<file path="src/rtl/obbcp_pkg.sv">
`timescale 1ns / 1ps
package obbcp_pkg;

  localparam int CW      = 20;   // Q12.8 coordinate / packed component width
  localparam int CFGW    = 60;   // configuration word
  localparam int IDXW    = 3;    // configuration index
  localparam int UW      = 18;   // unit axis component, signed Q.16 (|u| <= 1.0)
  localparam int SQW     = 64;   // square-root working width
  localparam int DIVW    = 48;   // division remainder width
  localparam int QW      = 17;   // quotient register width
  localparam int DENW    = 30;   // square-root result / divisor width
  localparam int NW      = 26;   // unnormalised normal component
  localparam int NRMW    = 16;   // Q1.14 normal
  localparam int CLW     = 25;   // closest point before saturation

  localparam int AX_ROOT_MSB = 56;  // top even bit of |row|^2 * 2^16
  localparam int AX_FRAC     = 24;
  localparam int AX_QBITS    = 17;
  localparam int N_FRAC      = 21;
  localparam int N_QBITS     = 16;
  localparam int N_ROOT_STG  = 16;  // two root bits per stage
  localparam int N_DIV_STG   = 8;   // two quotient bits per stage
  localparam int NRM_LAT     = N_ROOT_STG + N_DIV_STG + 4;
  localparam int CORE_LAT    = NRM_LAT + 8;

  typedef enum logic [IDXW-1:0] {
    REG_AXIS_X  = 3'd0,
    REG_AXIS_Y  = 3'd1,
    REG_AXIS_Z  = 3'd2,
    REG_CENTER  = 3'd3,
    REG_EXTENTS = 3'd4
  } reg_idx_t;

  typedef struct packed {
    logic [SQW-1:0] v;
    logic [SQW-1:0] r;
  } sq_t;

  typedef struct packed {
    logic [DIVW-1:0] rem;
    logic [QW-1:0]   q;
  } div_t;

  // words carried alongside the normal datapath
  typedef struct packed {
    logic [2:0][CW-1:0] cl;
    logic               ins;
  } side_t;

  // one bit of the digit-by-digit integer square root
  function automatic sq_t sqrt_step(sq_t x, logic [SQW-1:0] b);
    sq_t y;
    if (x.v >= x.r + b) begin
      y.v = x.v - (x.r + b);
      y.r = (x.r >> 1) + b;
    end else begin
      y.v = x.v;
      y.r = x.r >> 1;
    end
    return y;
  endfunction

  // one restoring division step against a pre-shifted divisor
  function automatic div_t div_step(div_t x, logic [DIVW-1:0] dsh);
    div_t y;
    if (x.rem >= dsh) begin
      y.rem = x.rem - dsh;
      y.q   = {x.q[QW-2:0], 1'b1};
    end else begin
      y.rem = x.rem;
      y.q   = {x.q[QW-2:0], 1'b0};
    end
    return y;
  endfunction

endpackage

</file>
<file path="src/rtl/obbcp_axis_norm.sv">
`timescale 1ns / 1ps
module obbcp_axis_norm (
  input  logic                                clk,
  input  logic                                rst,
  input  logic                                go,
  input  logic [1:0]                          row_sel,
  input  logic [obbcp_pkg::CFGW-1:0]          row_data,
  output logic                                busy,
  output logic signed [obbcp_pkg::UW-1:0]     unit [3][3]
);
  import obbcp_pkg::*;

  typedef enum logic [4:0] {
    ST_IDLE = 5'b00001,
    ST_SQ   = 5'b00010,
    ST_ROOT = 5'b00100,
    ST_LOAD = 5'b01000,
    ST_DIV  = 5'b10000
  } st_t;

  st_t                   state;
  logic [1:0]            row;
  logic [1:0]            comp;
  logic [4:0]            cnt;
  logic signed [CW-1:0]  a [3];
  logic [41:0]           len2;
  logic [41:0]           len2_next;
  sq_t                   sq;
  sq_t                   sq_next;
  logic [SQW-1:0]        bitv;
  logic [DENW-1:0]       den;
  div_t                  dv;
  div_t                  dv_next;
  logic signed [CW-1:0]  a_sq;
  logic signed [CW-1:0]  a_ld;
  logic [CW-1:0]         a_mag;
  logic signed [39:0]    sq_term;
  logic signed [UW-1:0]  res;

  always_comb begin
    a_sq      = a[cnt[1:0]];
    a_ld      = a[comp];
    sq_term   = 40'(a_sq) * 40'(a_sq);
    len2_next = len2 + 42'(sq_term);
    sq_next   = sqrt_step(sq, bitv);
    dv_next   = div_step(dv, DIVW'(den) << cnt);
    a_mag     = a_ld[CW-1] ? CW'(-a_ld) : CW'(a_ld);
    if (den == '0) begin
      res = '0;
    end else if (a_ld[CW-1]) begin
      res = -$signed({1'b0, dv_next.q});
    end else begin
      res = $signed({1'b0, dv_next.q});
    end
  end

  assign busy = (state != ST_IDLE);

  always_ff @(posedge clk) begin
    if (rst) begin
      state <= ST_IDLE;
      for (int i = 0; i < 3; i++) begin
        for (int j = 0; j < 3; j++) begin
          unit[i][j] <= '0;
        end
      end
    end else begin
      case (state)
        ST_IDLE: begin
          if (go) begin
            row   <= row_sel;
            for (int j = 0; j < 3; j++) begin
              a[j] <= row_data[CW*j +: CW];
            end
            cnt   <= '0;
            len2  <= '0;
            state <= ST_SQ;
          end
        end
        ST_SQ: begin
          len2 <= len2_next;
          if (cnt == 5'd2) begin
            sq.v  <= SQW'(len2_next) << 16;
            sq.r  <= '0;
            bitv  <= SQW'(1) << AX_ROOT_MSB;
            state <= ST_ROOT;
          end else begin
            cnt <= cnt + 5'd1;
          end
        end
        ST_ROOT: begin
          sq   <= sq_next;
          bitv <= bitv >> 2;
          if (bitv[0]) begin
            den   <= sq_next.r[DENW-1:0];
            comp  <= '0;
            state <= ST_LOAD;
          end
        end
        ST_LOAD: begin
          dv.rem <= (DIVW'(a_mag) << AX_FRAC) + DIVW'(den >> 1);
          dv.q   <= '0;
          cnt    <= 5'(AX_QBITS - 1);
          state  <= ST_DIV;
        end
        ST_DIV: begin
          dv <= dv_next;
          if (cnt == '0) begin
            unit[row][comp] <= res;
            if (comp == 2'd2) begin
              state <= ST_IDLE;
            end else begin
              comp  <= comp + 2'd1;
              state <= ST_LOAD;
            end
          end else begin
            cnt <= cnt - 5'd1;
          end
        end
        default: state <= ST_IDLE;
      endcase
    end
  end

endmodule

</file>
<file path="config.mk">
export PLATFORM = sky130hd
export DESIGN_NAME = obbcp_axis_norm
export DESIGN_NICKNAME = d
export VERILOG_FILES = /design/src/rtl/obbcp_pkg.sv /design/src/rtl/obbcp_axis_norm.sv
export SDC_FILE = /design/constraint.sdc
export NUM_CORES = 2
export LEC_CHECK = 0
export BUFFER_PORTS_ARGS = -buffer_cell sky130_fd_sc_hd__buf_2
export CORE_MARGIN = 1.5
export CORE_UTILIZATION = 50
export DETAILED_ROUTE_END_ITERATION = 12
export HOLD_SLACK_MARGIN = 0.15
export PLACE_DENSITY = 0.78
export SLEW_MARGIN = 10
export SYNTH_ARGS = -nofsm -noshare
export SYNTH_HDL_FRONTEND = slang
export SYNTH_SLANG_ARGS = --single-unit
</file>
<file path="constraint.sdc">
create_clock -name clk -period 14.2 [get_ports clk]
set_input_delay 1.42 -clock clk [delete_from_list [all_inputs] [get_ports clk]]
set_output_delay 1.42 -clock clk [all_outputs]
set_load 0.005 [all_outputs]
</file>
==> results.toml <==
[clock_network]
cts_max_level = 2
cts_buffers = 58
hold_buffers = 0
cts_root_buf = "clkbuf_16"
clk_pin_slew_ns = 0.08
clkSinkCount = 533
ctsResizeCount = 0
cts_setup_buffers = 0
clockBufferDepth = 3
cts_tree = "built"
clk_latency_ns = 0.68

[layout]
layout_common_cells = "nand2_1, inv_1, nor2_1"
syn2layout_area_growth_pct = 8.688
nets = 6348
drive_above_1_share_pct = 8.020
fin_area_mm2 = 0.05339
nFillCells = 8589
postLayoutCoreUtil_pct = 55.05
final_common_cell = "nand2_1"

[placed_design]
preCtsSetupSlack_ns = 2.890
place_congestion = 0.9672
port_buffers = 227
place_hpwl_mm = 101.0
place_area_mm2 = 0.05135

[floorplan]
die_w_um = 316.4
io_pins = 228
coreArea_mm2 = 0.09699
die_area_mm2 = 0.1001
die_h_um = 316.4
rows = 114
initial_core_util_pct = 50.65

[drt]
first_pass_iters = 6
route.detailed.drc = 0
drt-initial-drc-count = 3983
vias = 40640
wl_mm = 132.6
via_per_inst = 5.898
detail-route-antenna-nets = 0
routedWlPerCell_um = 19.24

[hold_path]
holdPathStages = 2
hold_end = "unit[118]"
hold_class = "register to register"
holdCritStartpoint = "unit[118]"

[synthesis]
syn_inst = 5456
synth_flop_cell = "edfxtp_1"
synth_enable_flop_cells = 362
synth_nets = 6242
synth_async_sr_flop_share_pct = 0
ys_seq_area_share_pct = 29.10
synth_warnings = 0
syn_avg_cell_area_um2 = 9.004
synth_area_mm2 = 0.04912
synthDistinctLibCells = 98
ys_ff_latch = 533

[sta]
finClkSkew_ns = 0.03625
fmax_ghz = 0.08672
period_minus_slack_ns = 11.53
fin_ws_ns = 2.669
rsz0062_at_grt = "no"
maxSlewViolCount = 0
slew_headroom_pct = 18.60
tightest_slew_ns = 1.219
setup-violations-final = 0
setup_tns_ns = 0
fin_crit_sh_pct = 81.21
hold_violations = 0

[setup_path]
critPathMaxStageDelay_ns = 1.14
reg2regPathDepth = 39
cp-end-kind = "register"
r2r_slack_ns = 2.67
cp_data_required_time_ns = 14.58
cp.arrival_ns = 11.91
slowest_stage = "dfxtp_1"
start_kind = "register"
crit_fanout = 20
critical_path_class = "register to register"
r2r_end = "sq[120]"

[grt]
grt_pass1_wl_mm = 210.1
grt_overflow = 0
grt_use_total_pct = 26.06
antenna_found_initial = 7
grt_pass1_vias = 39680
grt_max_degree = 123

[run_status]
status = "finished, final reports clean"

[flow_run]
drv_cap = 0
[sequential cells by signal, summed over array words and instances, names as in the netlist, named ones only]
signal,count
comp,2
unit,162
bitv,29
row,2
sq,128
state,5
cnt,5
a,60
den,30
dv,64
len2,42
[layout make-up]
cell class	count	area, um^2	area share, %
antenna	4	10.01	0.01875
clock buffer	80	1702	3.187
clock inverter	29	329.1	0.6163
inverter	553	2076	3.888
multi-input combinational	4151	31960	59.86
sequential	533	14300	26.77
tap	1276	1597	2.990
timing repair buffer	265	1424	2.667
[cells by family (layout without fill, tap and decap cells)]
family                     Yosys count  count (layout)  share of synthesized area (%)
other                                2               6                        0.01529
buffers and inverters              772             927                          6.006
adders and majority gates          721             721                          24.28
muxes                               99              99                          2.595
xor gates and xnor gates           354             354                          6.342
and+or+nand+nor                   1720            1720                          15.90
AOI/OAI and AO/OA                 1255            1255                          15.76
DFF                                533             533                          29.10
[how the worst max path moves through the flow]
stage / start / slack, ns / to / cells after the start
final: register / 2.67 / sq[120] / 39
after global routing: register / 1.95 / sq[120] / 39
after CTS: register / 2.81 / sq[121] / 36
after detailed placement: register / 2.89 / sq[121] / 36
after global placement: register / 3.22 / sq[121] / 36
after floorplan: rst / 2.56 / sq[100] / 3
[metrics by stage]
stage	hold WS (ns)	std cells
final	0.4488	6891
after global routing	0.4629	6889
after CTS	0.4486	6887
after detailed placement	0.4400	6778
after global placement	0.4366	6778
after floorplan	0.4482	5456
[worst max-delay path, delay by kind of cell (launching register included)]
family / cells / cell delay, ns
xor gates and xnor gates: 2 / 0.24
AOI/OAI and AO/OA: 14 / 3.49
muxes: 1 / 0.18
DFF: 1 / 1.14
adders and majority gates: 9 / 4.30
and+or+nand+nor: 6 / 0.97
buffers and inverters: 7 / 0.88
[routing by layer]
metal  routed length (um)  track usage [%]
met1                53610            33.61
met2                64100            44.09
met3                 9645            4.330
met4                 5171            9.437
met5                   49                0
[synth_stat cells, types with 46 or more instances]
library cell	n	area share, %
nand4_1	66	0.84
o21ai_1	78	0.79
a21oi_1	423	4.3
and2_1	100	1.3
mux2i_1	64	1.3
fa_1	387	16
o21bai_1	46	0.70
inv_1	547	4.2
a21o_1	107	1.6
xnor2_1	188	3.4
edfxtp_1	362	22
nand3_1	93	0.95
a31oi_1	85	1.1
nand2_1	710	5.4
clkbuf_1	174	1.3
nor3_1	87	0.89
xor2_1	165	2.9
o21ai_0	204	2.1
ha_1	334	8.5
dfxtp_1	171	7.0
nor2_1	429	3.3
Power is left out: the tool's default activity adds up to more than one toggle a clock period on the data nets, which glitch-free logic cannot reach.
